$ cat src/hw/rtl/json_string_unescaper_top_macros.svh
// Assertion macros shared by the JSON string unescaper RTL.
// Bodies expand to concurrent assertions unless SYNTH is defined.
`ifndef JSON_STRING_UNESCAPER_TOP_MACROS_SVH
`define JSON_STRING_UNESCAPER_TOP_MACROS_SVH
`ifndef SYNTH
`define JSU_ASSERT_IMPLIES(label, clk, rst_n, ante, cons) \
  label: assert property (@(posedge clk) disable iff (!rst_n) (ante) |-> (cons)) \
    else $error("implication check failed");
`define JSU_ASSERT_NEXT(label, clk, rst_n, ante, cons) \
  label: assert property (@(posedge clk) disable iff (!rst_n) (ante) |=> (cons)) \
    else $error("next-cycle check failed");
`else
`define JSU_ASSERT_IMPLIES(label, clk, rst_n, ante, cons)
`define JSU_ASSERT_NEXT(label, clk, rst_n, ante, cons)
`endif
`endif

$ cat src/hw/rtl/jsu_pkg.sv
// Types and constants for the JSON string unescaper.
// No dependencies; used by jsu_decode and json_string_unescaper_top.
package jsu_pkg;

  typedef enum logic [1:0] {
    MODE_NORMAL,
    MODE_ESCAPE,
    MODE_HEX,
    MODE_DRAIN
  } mode_e;

  localparam int unsigned GroupMax = 4;

  localparam logic [7:0] CharBackslash = 8'h5C;
  localparam logic [7:0] CharQuote     = 8'h22;
  localparam logic [7:0] CharSlash     = 8'h2F;
  localparam logic [7:0] CharB         = 8'h62;
  localparam logic [7:0] CharF         = 8'h66;
  localparam logic [7:0] CharN         = 8'h6E;
  localparam logic [7:0] CharR         = 8'h72;
  localparam logic [7:0] CharT         = 8'h74;
  localparam logic [7:0] CharLowerU    = 8'h75;
  localparam logic [7:0] CharUpperU    = 8'h55;

  localparam logic [7:0] Utf8Lead2 = 8'hC0;
  localparam logic [7:0] Utf8Lead3 = 8'hE0;
  localparam logic [7:0] Utf8Lead4 = 8'hF0;
  localparam logic [7:0] Utf8Cont  = 8'h80;

  // All results caused by one input byte; cnt_m1 is the result count minus one.
  typedef struct packed {
    logic [GroupMax-1:0][7:0] bytes;
    logic [1:0]               cnt_m1;
    logic                     has_byte;
    logic                     error;
    logic                     last;
  } group_t;

endpackage

$ cat src/hw/rtl/jsu_decode.sv
// Escape decoder state and per-byte result group computation.
// Depends on jsu_pkg.
module jsu_decode (
  input  logic            clk_i,
  input  logic            rst_ni,
  input  logic            accept_i,
  input  logic [7:0]      in_byte_i,
  input  logic            in_last_i,
  output logic            push_o,
  output jsu_pkg::group_t group_o
);

  jsu_pkg::mode_e mode_q, mode_d;
  logic [3:0]     left_q, left_d;
  logic [31:0]    acc_q, acc_d;

  logic [31:0]    acc_new;
  logic [3:0]     left_dec;
  logic [2:0]     n;
  logic [3:0][7:0] bytes;
  logic           err;
  logic           bad_end;
  logic           hex_ok;
  logic [3:0]     hex_val;

  always_comb begin
    hex_ok  = 1'b1;
    hex_val = 4'd0;
    if (in_byte_i >= 8'h30 && in_byte_i <= 8'h39) begin
      hex_val = 4'(in_byte_i - 8'h30);
    end else if (in_byte_i >= 8'h61 && in_byte_i <= 8'h66) begin
      hex_val = 4'(in_byte_i - 8'h57);
    end else if (in_byte_i >= 8'h41 && in_byte_i <= 8'h46) begin
      hex_val = 4'(in_byte_i - 8'h37);
    end else begin
      hex_ok = 1'b0;
    end
  end

  assign acc_new  = {acc_q[27:0], hex_val};
  assign left_dec = left_q - 4'd1;

  always_comb begin
    mode_d = mode_q;
    left_d = left_q;
    acc_d  = acc_q;
    n      = 3'd0;
    bytes  = '0;
    err    = 1'b0;
    case (mode_q)
      jsu_pkg::MODE_NORMAL: begin
        if (in_byte_i == jsu_pkg::CharBackslash) begin
          mode_d = jsu_pkg::MODE_ESCAPE;
        end else begin
          n        = 3'd1;
          bytes[0] = in_byte_i;
        end
      end
      jsu_pkg::MODE_ESCAPE: begin
        mode_d = jsu_pkg::MODE_NORMAL;
        n      = 3'd1;
        case (in_byte_i)
          jsu_pkg::CharQuote, jsu_pkg::CharBackslash, jsu_pkg::CharSlash: bytes[0] = in_byte_i;
          jsu_pkg::CharB: bytes[0] = 8'h08;
          jsu_pkg::CharF: bytes[0] = 8'h0C;
          jsu_pkg::CharN: bytes[0] = 8'h0A;
          jsu_pkg::CharR: bytes[0] = 8'h0D;
          jsu_pkg::CharT: bytes[0] = 8'h09;
          jsu_pkg::CharLowerU: begin
            n      = 3'd0;
            mode_d = jsu_pkg::MODE_HEX;
            left_d = 4'd4;
            acc_d  = '0;
          end
          jsu_pkg::CharUpperU: begin
            n      = 3'd0;
            mode_d = jsu_pkg::MODE_HEX;
            left_d = 4'd8;
            acc_d  = '0;
          end
          default: begin
            n   = 3'd0;
            err = 1'b1;
          end
        endcase
      end
      jsu_pkg::MODE_HEX: begin
        if (!hex_ok) begin
          err = 1'b1;
        end else begin
          left_d = left_dec;
          acc_d  = acc_new;
          if (left_dec == 4'd0) begin
            mode_d = jsu_pkg::MODE_NORMAL;
            acc_d  = '0;
            if (acc_new[31:8] == '0) begin
              n        = 3'd1;
              bytes[0] = acc_new[7:0];
            end else if (acc_new[31:11] == '0) begin
              n        = 3'd2;
              bytes[0] = jsu_pkg::Utf8Lead2 | {3'b000, acc_new[10:6]};
              bytes[1] = jsu_pkg::Utf8Cont | {2'b00, acc_new[5:0]};
            end else if (acc_new[31:16] == '0) begin
              n        = 3'd3;
              bytes[0] = jsu_pkg::Utf8Lead3 | {4'b0000, acc_new[15:12]};
              bytes[1] = jsu_pkg::Utf8Cont | {2'b00, acc_new[11:6]};
              bytes[2] = jsu_pkg::Utf8Cont | {2'b00, acc_new[5:0]};
            end else begin
              n        = 3'd4;
              bytes[0] = jsu_pkg::Utf8Lead4 | {5'b00000, acc_new[20:18]};
              bytes[1] = jsu_pkg::Utf8Cont | {2'b00, acc_new[17:12]};
              bytes[2] = jsu_pkg::Utf8Cont | {2'b00, acc_new[11:6]};
              bytes[3] = jsu_pkg::Utf8Cont | {2'b00, acc_new[5:0]};
            end
          end
        end
      end
      default: begin
      end
    endcase
    if (err) begin
      mode_d = jsu_pkg::MODE_DRAIN;
    end
    if (in_last_i) begin
      mode_d = jsu_pkg::MODE_NORMAL;
      left_d = '0;
      acc_d  = '0;
    end
  end

  // A string that closes inside an escape body or after an error ends in an error marker.
  assign bad_end = err || mode_q == jsu_pkg::MODE_DRAIN ||
                   (mode_q == jsu_pkg::MODE_HEX && !(hex_ok && left_dec == 4'd0)) ||
                   (mode_q == jsu_pkg::MODE_ESCAPE &&
                    (in_byte_i == jsu_pkg::CharLowerU || in_byte_i == jsu_pkg::CharUpperU));

  assign push_o = accept_i && (in_last_i || n != 3'd0);

  always_comb begin
    group_o.bytes    = bytes;
    group_o.cnt_m1   = 2'(n - 3'd1);
    group_o.has_byte = 1'b1;
    group_o.error    = 1'b0;
    group_o.last     = in_last_i;
    if (in_last_i && (bad_end || n == 3'd0)) begin
      group_o.bytes    = '0;
      group_o.cnt_m1   = 2'd0;
      group_o.has_byte = 1'b0;
      group_o.error    = bad_end;
    end
  end

  always_ff @(posedge clk_i or negedge rst_ni) begin
    if (!rst_ni) begin
      mode_q <= jsu_pkg::MODE_NORMAL;
      left_q <= '0;
      acc_q  <= '0;
    end else if (accept_i) begin
      mode_q <= mode_d;
      left_q <= left_d;
      acc_q  <= acc_d;
    end
  end

endmodule

$ cat src/hw/rtl/json_string_unescaper_top.sv
// Top level of the JSON string unescaper: decoder plus a two-entry result group queue.
// Depends on jsu_pkg, jsu_decode and json_string_unescaper_top_macros.svh.
//
//   channel | handshake            | payload
//   input   | in_valid_i/in_stall_o | in_byte_i, in_last_i
//   output  | out_valid_o/out_stall_i | out_byte_o, has_byte_o, error_o, out_last_o
//
// One input byte is taken per cycle while in_stall_o is low; its result group is registered into the queue.
// A byte that decodes to several UTF-8 bytes is sent on the output port one byte at a time.
// The queue holds two result groups, so input is stalled only when both are occupied.
// Reset returns the decoder to normal byte mode and empties the queue.
`include "json_string_unescaper_top_macros.svh"
module json_string_unescaper_top (
  input  logic       clk_i,
  input  logic       rst_ni,
  input  logic       in_valid_i,
  output logic       in_stall_o,
  input  logic [7:0] in_byte_i,
  input  logic       in_last_i,
  output logic       out_valid_o,
  input  logic       out_stall_i,
  output logic [7:0] out_byte_o,
  output logic       has_byte_o,
  output logic       error_o,
  output logic       out_last_o
);

  logic            accept;
  logic            push;
  logic            pop;
  logic            head_end;
  jsu_pkg::group_t group_new;
  jsu_pkg::group_t grp_q [2];
  jsu_pkg::group_t head;
  logic [1:0]      cnt_q, cnt_d;
  logic            rd_q;
  logic            wr_q;
  logic [1:0]      idx_q;

  assign in_stall_o = cnt_q == 2'd2;
  assign accept     = in_valid_i && !in_stall_o;

  jsu_decode u_decode (
    .clk_i     (clk_i),
    .rst_ni    (rst_ni),
    .accept_i  (accept),
    .in_byte_i (in_byte_i),
    .in_last_i (in_last_i),
    .push_o    (push),
    .group_o   (group_new)
  );

  assign head        = grp_q[rd_q];
  assign head_end    = idx_q == head.cnt_m1;
  assign out_valid_o = cnt_q != 2'd0;
  assign out_byte_o  = head.bytes[idx_q];
  assign has_byte_o  = head.has_byte;
  assign error_o     = head.error;
  assign out_last_o  = head.last && head_end;
  assign pop         = out_valid_o && !out_stall_i && head_end;

  always_comb begin
    cnt_d = cnt_q;
    if (push && !pop) begin
      cnt_d = cnt_q + 2'd1;
    end else if (pop && !push) begin
      cnt_d = cnt_q - 2'd1;
    end
  end

  always_ff @(posedge clk_i) begin
    if (push) begin
      grp_q[wr_q] <= group_new;
    end
  end

  always_ff @(posedge clk_i or negedge rst_ni) begin
    if (!rst_ni) begin
      cnt_q <= '0;
      rd_q  <= 1'b0;
      wr_q  <= 1'b0;
      idx_q <= '0;
    end else begin
      cnt_q <= cnt_d;
      if (push) begin
        wr_q <= !wr_q;
      end
      if (pop) begin
        rd_q  <= !rd_q;
        idx_q <= '0;
      end else if (out_valid_o && !out_stall_i) begin
        idx_q <= idx_q + 2'd1;
      end
    end
  end

  `JSU_ASSERT_IMPLIES(a_cnt_range, clk_i, rst_ni, 1'b1, cnt_q != 2'd3)
  `JSU_ASSERT_IMPLIES(a_err_marker, clk_i, rst_ni, out_valid_o && error_o, out_last_o && !has_byte_o)
  `JSU_ASSERT_IMPLIES(a_bare_last, clk_i, rst_ni, out_valid_o && !has_byte_o, out_last_o && idx_q == 2'd0)
  `JSU_ASSERT_NEXT(a_pop_only, clk_i, rst_ni, pop && !push, cnt_q == $past(cnt_q) - 2'd1)

endmodule
$ cat config.mk
export PLATFORM = sky130hd
export DESIGN_NAME = json_string_unescaper_top
export DESIGN_NICKNAME = d
export VERILOG_FILES = /design/src/hw/rtl/jsu_pkg.sv /design/src/hw/rtl/jsu_decode.sv /design/src/hw/rtl/json_string_unescaper_top.sv
export VERILOG_INCLUDE_DIRS = /design/src /design/src/hw/rtl
export SDC_FILE = /design/constraint.sdc
export NUM_CORES = 1
export LEC_CHECK = 0
export BUFFER_PORTS_ARGS = -buffer_cell sky130_fd_sc_hd__buf_2
export CORE_MARGIN = 1.5
export CORE_UTILIZATION = 65
export CTS_BUF_LIST = sky130_fd_sc_hd__clkbuf_8
export CTS_CLUSTER_SIZE = 40
export DETAILED_ROUTE_END_ITERATION = 10
export PLACE_DENSITY = 0.84
export SYNTH_ARGS = -nofsm -noshare
export SYNTH_HDL_FRONTEND = slang
export SYNTH_SLANG_ARGS = --single-unit
export TNS_END_PERCENT = 100
$ cat constraint.sdc
create_clock -name clk_i -period 9.12 [get_ports clk_i]
set_clock_uncertainty 0.1 [all_clocks]
set_input_delay 1.824 -clock clk_i [delete_from_list [all_inputs] [get_ports clk_i]]
set_output_delay 1.824 -clock clk_i [all_outputs]
set_load 0.01 [all_outputs]
# After elaboration in Yosys (flattened, before gate mapping)
# Memories as Yosys holds them, arrays and structs flattened.
# Index checks and enable logic that the tools add are counted.
# W data, S select, Z words.
# totals
ramBits	74
inputBits	13
word_cells	144
register_bits	40
output_inout_bits	13
memories	1
# op_classes
n_addsub	8
n_mux	54
n_lt_le_gt_ge	7
n_reduce_logical	46
eq_ne	21
# mem_list
name	words	word_bits	read_ports	rd_clocked_by_memory_dff	wr	line	text
grp_q	2	37	1	0	1	json_string_unescaper_top.sv:33	jsu_pkg::group_t grp_q [2];
# ops
cell	count
$mux W28	4
$eq A8 B7 Y1 const B	8
$mux W32	2
$pmux W28 S2	1
$mux W24	2
$pmux W8 S6	1
$mux W36	1
$mux W16	2
$mux W8	4
$logic_not A24 Y1	1
$pmux W8 S3	1
$mux W22	1
$logic_not A21 Y1	1
$mux W2	10
$mux W4	5
$bmux W8 S2	1
$eq A8 B6 Y1 const B	2
$ge A8 B7 Y1 const B	2
$le A8 B7 Y1 const B	2
$logic_not A16 Y1	1
$pmux W4 S2	2
$mux W3	5
$logic_and A1 B1 Y1	14
$ne A4 B2 Y1 const B	3
other kinds (31)	60

# Logic depth before layout (Yosys ltp)
# Gate-level depths: netlist of the first run.
# depth
depth_word	14
mapped_depth	18
mapped_depth_nobuf	17

# Modules after synthesis
# From an unflattened synthesis of the first run, not the netlist that was laid out.
# unflattened
hier_cells	530
area_unflattened_um2	5994.5
# by_module_without_submodules
module	seq_area_each_um2	cells_per_inst	area_each_um2	n_inst
json_string_unescaper_top	2372.3	141	3131.8	1
jsu_decode	850.8	389	2862.7	1

# Worst setup path before layout of the first run
# Ideal clock, no wire load.
# synth_path
kind	input to register
startpoint	input in_byte_i[0]
endpoint	memory grp_q[0][0] (netlist name), enable pin
n_path_buf	0
slack_ps	3420
cell_stages	12
setup_time_ps	425
t_required_ps	8595
t_arrival_ps	5175
cell_sequence	inv_1 -> ha_1 -> or3b_1 -> nand4_1 -> nand2_1 -> nand3_1 -> or4_1 -> ha_1 -> inv_1 -> a41oi_1 -> a21o_1 -> nor2_1
# synth_via
elab_chain_cells	12
word_cells_on_any_way	30
classes_between	order compare (6); eq/ne (8); mux (9); reduce/logical (7)
# synth_lines
item	line	text
start, declared	json_string_unescaper_top.sv:18	input logic [7:0] in_byte_i,
$ge A8 B7 Y1 / $le A8 B7 Y1 (equally long branches)	jsu_decode.sv:33	end else if (in_byte_i >= 8'h41 && in_byte_i <= 8'h46) begin
$logic_and A1 B1 Y1	jsu_decode.sv:33	
$mux W1	jsu_decode.sv:33	
$mux W1	jsu_decode.sv:31	end else if (in_byte_i >= 8'h61 && in_byte_i <= 8'h66) begin
$mux W1	jsu_decode.sv:29	if (in_byte_i >= 8'h30 && in_byte_i <= 8'h39) begin
$mux W3	jsu_decode.sv:88	if (!hex_ok) begin
$pmux W3 S3 (*)	jsu_decode.sv:50	case (mode_q)
$reduce_bool A3 Y1 (*)	jsu_decode.sv:137	assign push_o = accept_i && (in_last_i || n != 3'd0);
$logic_or A1 B1 Y1 (*)	jsu_decode.sv:137	
$logic_and A1 B1 Y1 (*)	jsu_decode.sv:137	
$mux W1 (*)	json_string_unescaper_top.sv:72	if (push) begin
$mux W1 (implied by the code) (*)	json_string_unescaper_top.sv:73	grp_q[wr_q] <= group_new;
end, declared	json_string_unescaper_top.sv:33	
# Every way passes the cells marked *; elsewhere a longest branch is shown, timed or not.

==> impl_metrics.ini, run 1 <==
[logic_synthesis]
synth_edf_count = 68
yosys_register_bits = 108
syn_area_per_cell_um2 = 12.5
ys_warn_count = 0
yosys.area.top_type = edfxtp_1
synth_nets = 478
ys.flop_type = edfxtp_1
synth_area_leaders = edfxtp_1 (36%), dfrtp_1 (18%), mux4_2 (5.6%)
ys_seq_area_share_pct = 53.7
synth-async-reset-ratio_pct = 37.0
postSynthCellCount = 453
synthDominantCellAreaShare_pct = 36.0
synthDistinctLibCells = 83
netlist_area_um2 = 5670

[floorplan]
ios = 26
die_area_um2 = 9290
core_area_um2 = 8340
die_h_um = 96.4
start_util_pct = 67.9
fp-row-count = 33
die_w_um = 96.4

[timing]
post-route-period-util_pct = 54.9
slew_headroom_pct = 34.6
setup-tns-final_ns = 0
finalCriticalPeriod_ns = 5.01
clock.fmax_mhz = 200
timing.final.max_slew_violations = 0
hold_violations = 0
rsz0062_at_grt = no
worst_pin_slew_ns = 0.978
finalSetupViolCount = 0

[power_and_ir_drop]
power.leakage_nw = 2.30
p_per_area_nw_per_um2 = 254
ir_drop_v = 0.000114

[clocking]
cts_inserted_buffers = 9
cts_tree = done
cts_resized = 0
cts-root-buf = clkbuf_8
ctsHtreeMaxLevel = 3
clock_path_buffers = 2
cts.sinks = 108
clk_latency_ns = 0.37
clk_pin_slew_ns = 0.10
post_cts_buffers = 0
cts_hold_buf = 0

[final_layout]
final-seq-area_um2 = 3040
syn_to_final_growth_pct = 6.09
final_nets = 498
drive_gt1_share_pct = 22.0
final_cells = 583
multi_input_area_um2 = 2430
final_util_pct = 72.1
final.fill_count = 607
antenna_cells_inserted = 0

[route]
dr.first_iter.drc_count = 410
dr.pass1.iters = 7
drc = 0
vias_per_cell = 6.75
drt-total-wl_um = 12200
wire_per_inst_um = 20.9
dr_total_vias = 3935
ant_nets = 0

[critical_path]
cp.arrival_ns = 5.01
crit_path_end_kind = register
required_ns = 9.12
startpoint_type = primary input
crit_path_max_fanout = 9
critPathKind = primary input to register

[placement]
io_buffers = 25
hpwl_um = 8640
finalWeightedCongestion = 0.958
dpl.cell_count = 567

[grt]
grt_pass1_vias = 3693
antenna_found_initial = 0
track_usage_pct = 28.8
grt_pass1_wl_um = 19700
grt_start_max_net_pins = 41
overflow = 0

[run_status]
status = finished, final reports clean

[min_path]
hp-class = register to register

[job]
maxCapViolCount = 0
-- per-stage QoR --
stage | power, mW | worst slack [ns] | area, um^2 | hold WS [ns]
floorplan | 1.12 | 3.42 | 5670 | 0.348
CTS | 1.54 | 4.15 | 6010 | 0.420
global route | 1.62 | 3.82 | 6010 | 0.448
global placement | 1.24 | 3.93 | 5830 | 0.361
detailed placement | 1.27 | 3.79 | 5830 | 0.399
finish | 1.53 | 4.11 | 6010 | 0.413
-- worst max-delay path: stages --
cell      delay (ns)
buf_2           0.17
inv_1           0.08
ha_1            0.23
o21ba_2         0.23
o21ai_1         0.22
nand2_1         0.19
and3_1          0.36
o21ai_0         0.16
a31o_2          0.20
ha_1            0.15
inv_1           0.04
a41oi_1         0.21
nor2_1          0.11
a21oi_4         0.27
inv_4           0.08
nand2b_1        0.35
nor2_1          0.11
-- area by class of cell --
| cell class | instances | area share, % |
|---|---|---|
| clock buffer | 9 | 2.06 |
| timing repair buffer | 30 | 2.71 |
| tap | 105 | 2.19 |
| multi-input combinational | 307 | 40.4 |
| inverter | 17 | 1.10 |
| clock inverter | 7 | 0.957 |
| sequential | 108 | 50.6 |
-- sequential cells by signal, summed over array words and instances, names as in the netlist --
| signal | flops |
|---|---|
| u_decode.acc_q | 28 |
| u_decode.left_q | 4 |
| cnt_q | 2 |
| wr_q | 1 |
| idx_q | 2 |
| rd_q | 1 |
| grp_q | 68 |
| u_decode.mode_q | 2 |
-- cells in the final DEF, fill, tap and decap left out, types with 14 or more instances in the layout --
master,Yosys,final
a22o_1,28,28
buf_2,7,25
dfrtp_1,40,40
edfxtp_1,68,68
inv_1,16,16
mux4_2,14,14
nand2_1,25,25
nor2_1,40,39
o21ai_0,14,14
-- Yosys cell counts (4+ instances only) --
cell / count
inv_1: 16
a221oi_1: 4
nand2_1: 25
dfrtp_1: 40
a22oi_1: 6
a21oi_1: 12
nand2b_1: 5
buf_2: 7
nor2b_1: 5
or2_2: 5
nand3_1: 12
and2_1: 4
a22o_1: 28
nor2_2: 7
mux2i_1: 7
nor3_1: 8
clkbuf_1: 6
nor2_1: 40
xnor2_1: 5
edfxtp_1: 68
mux2_2: 9
o21ai_0: 14
buf_6: 5
ha_1: 12
mux4_2: 14
o22ai_1: 6
-- path summary, 6_finish.rpt --
kind                                                 from                        endpoint  slack [ns]  cells past startpoint
max                                          in_byte_i[0]          grp_q[1][10]$_DFFE_PP_        4.11                     17
min                                  cnt_q[1]$_DFFE_PN0P_            cnt_q[1]$_DFFE_PN0P_        0.41                      1
max reg2reg                u_decode.left_q[0]$_DFFE_PN0P_          grp_q[1][10]$_DFFE_PP_        5.06                     14
min reg2reg                          cnt_q[1]$_DFFE_PN0P_            cnt_q[1]$_DFFE_PN0P_        0.41                      1
max in group asynchronous                          rst_ni   u_decode.acc_q[3]$_DFFE_PN0P_        6.88                      1
min in group asynchronous                          rst_ni  u_decode.acc_q[21]$_DFFE_PN0P_        1.47                      1
-- power by group --
part           leakage (nW)  internal, mW  switching [mW]
Combinational          1.03         0.245           0.313
Clock                0.0898         0.103           0.168
Sequential             1.19         0.642          0.0586
-- per-layer routing --
| layer | track usage [%] | routed length [um] |
|---|---|---|
| met5 | 0 | 0 |
| met4 | 8.82 | 303 |
| met3 | 4.69 | 841 |
| met2 | 44.5 | 5810 |
| met1 | 42.1 | 5230 |
-- cell families after synthesis --
logic type,share of synthesized area (%)
simple gates,15.6
flops,53.7
compound gates,14.7
buf+inv,3.51
mux,8.59
fa+ha+maj,2.65
xor+xnor,1.24
No activity file was read; power rests on OpenSTA's default activity.
==> inputs of run 2 (changes only) <==
CORE_UTILIZATION = 64   (was 65)
PLACE_DENSITY = 0.82   (was 0.84)
clock period = 4.8 ns   (was 9.12 ns; I/O delays follow)
==> run 2 against run 1 <==
Effect of this change:
- power increased by 95%
- largest power group unchanged
- critical path type unchanged
- sequential share of layout area decreased by 0.48 points
- utilization shrank 1.8 points
==> impl_metrics.ini, run 2 (synthesis gave the netlist of run 1 again) <==
[final_layout]
reg_top3 = grp_q x68, u_decode.acc_q x28, u_decode.left_q x4
layout_commonest_cell = edfxtp_1
antenna_cells_inserted = 0
syn_to_final_growth_pct = 7.11
top_register = grp_q
largest_reg_flops = 68
drive_gt1_share_pct = 21.9
final_nets = 499
mostFrequentLayoutCells = edfxtp_1 (68), dfrtp_1 (40), nor2_1 (39)
fin_area_um2 = 6070

[critical_path]
cp.arrival_ns = 4.17
critPathSlowestCell = nand2b_1
path_buf_inv = 4
cp_cell_sequence = buf_2, inv_1, ha_1, o21ba_2, o21ai_1, nand2_1, and3_1, o21ai_0, a31o_2, ha_1, inv_1, a41oi_1, nor2_1, a21oi_4, inv_4, nand2b_1, nor2_1
startpoint_type = primary input
max_stage_delay_ns = 0.38
r2r.worst_path.cells = 15
crit_path_max_fanout = 9
r2r_slack_ns = 0.90
regToRegEndpoint = grp_q[0][32]$_DFFE_PP_
critPathTopFamily = compound AO/OA/AOI/OAI gates
critPathLaunch = in_byte_i[0]
crit_path_end_kind = register
r2r_start = u_decode.left_q[0]$_DFFE_PN0P_
required_ns = 4.80
critPathKind = primary input to register

[route]
drc = 0
drt-total-wl_um = 12000
ant_nets = 0
dr_total_vias = 3879
wire_per_inst_um = 20.4
vias_per_cell = 6.61
dr.pass1.iters = 6
dr.first_iter.drc_count = 397

[placement]
place_area_um2 = 5870
finalWeightedCongestion = 0.933
hpwl_um = 8540
io_buffers = 25

[grt]
grt_util_met3_pct = 4.32
grt_start_max_net_pins = 41
grt_pass1_vias = 3742
antenna_found_initial = 0
grtUsageMet2_pct = 40.9
grt_busiest_layer = met2
overflow = 0
grt_pass1_wl_um = 19700
use_met1_pct = 39.6
track_usage_pct = 26.6

[floorplan]
fp-row-count = 34
start_util_pct = 65.6
ios = 26
die_h_um = 97.1
die_w_um = 97.1
core_area_um2 = 8640
die_area_um2 = 9430

[power_and_ir_drop]
ir_drop_v = 0.000222
p_per_area_nw_per_um2 = 492
power.leakage_nw = 2.33

[timing]
hold_violations = 0
slew_headroom_pct = 24.1
finalSetupViolCount = 0
clock.fmax_mhz = 240
worst_pin_slew_ns = 1.13
timing.final.max_slew_violations = 0
post-route-period-util_pct = 86.8
finalCriticalPeriod_ns = 4.17
rsz0062_at_grt = no
setup-tns-final_ns = 0

[clocking]
cts_inserted_buffers = 9
cts_tree = done
clk_latency_ns = 0.38
clock_path_buffers = 2
ctsHtreeMaxLevel = 3
cts_resized = 0
cts.sinks = 108
clk_pin_slew_ns = 0.10
cts-root-buf = clkbuf_8
cts_hold_buf = 0
post_cts_buffers = 0

[min_path]
min-delay-start = wr_q$_DFFE_PN0N_
whs_endpoint = wr_q$_DFFE_PN0N_
whs_path_depth = 1
hp-class = register to register

[run_status]
status = finished, final reports clean

[job]
maxCapViolCount = 0
run 2: cell count changes in the layout (fill, tap and decap cells not counted), sizes merged:
cell / previous run / this run
bufinv: 0 / 1
clkinv: 3 / 2
inv: 20 / 19
buf: 30 / 31
clkbuf: 9 / 10
run 2: worst max path at each step:
stage,end,slack (ns),cells after the start
floorplan,grp_q[1][0]$_DFFE_PP_,0.52,13
global placement,grp_q[0][10]$_DFFE_PP_,0.49,17
detailed placement,grp_q[0][10]$_DFFE_PP_,0.27,17
CTS,grp_q[0][10]$_DFFE_PP_,0.66,17
global route,grp_q[0][10]$_DFFE_PP_,0.32,17
finish,grp_q[0][10]$_DFFE_PP_,0.63,17
run 2: per-layer routing:
metal | routed length (um) | up-vias
met3 | 925 | 25
li1 | - | 1776
met2 | 5630 | 180
met5 | 0 | -
met1 | 5200 | 1898
met4 | 227 | 0
run 2: area by class of cell:
class / instances / area, um^2
clock inverters: 6 / 65.1
clock buffers: 10 / 138
flip-flops and latches: 108 / 3040
multi-input cells: 307 / 2430
repair buffers: 31 / 195
fillers: 600 / 2570
inverters: 17 / 66.3
well taps: 108 / 135
run 2: stage by stage:
stage	cells	utilization, %	hold WS [ns]	total power [mW]	worst slack [ns]
after floorplan	453	-	0.348	2.13	0.520
after global placement	571	67.9	0.371	2.39	0.485
after detailed placement	571	67.9	0.397	2.44	0.274
after CTS	587	70.3	0.416	3.00	0.661
after global routing	587	70.3	0.442	3.15	0.316
final	587	70.3	0.410	2.99	0.634
run 2: where the power goes:
part           leakage, nW  total, mW  switching [mW]  internal [mW]
combinational         1.04       1.05           0.559          0.486
sequential            1.19       1.37           0.155           1.22
clock                0.103      0.568           0.312          0.257
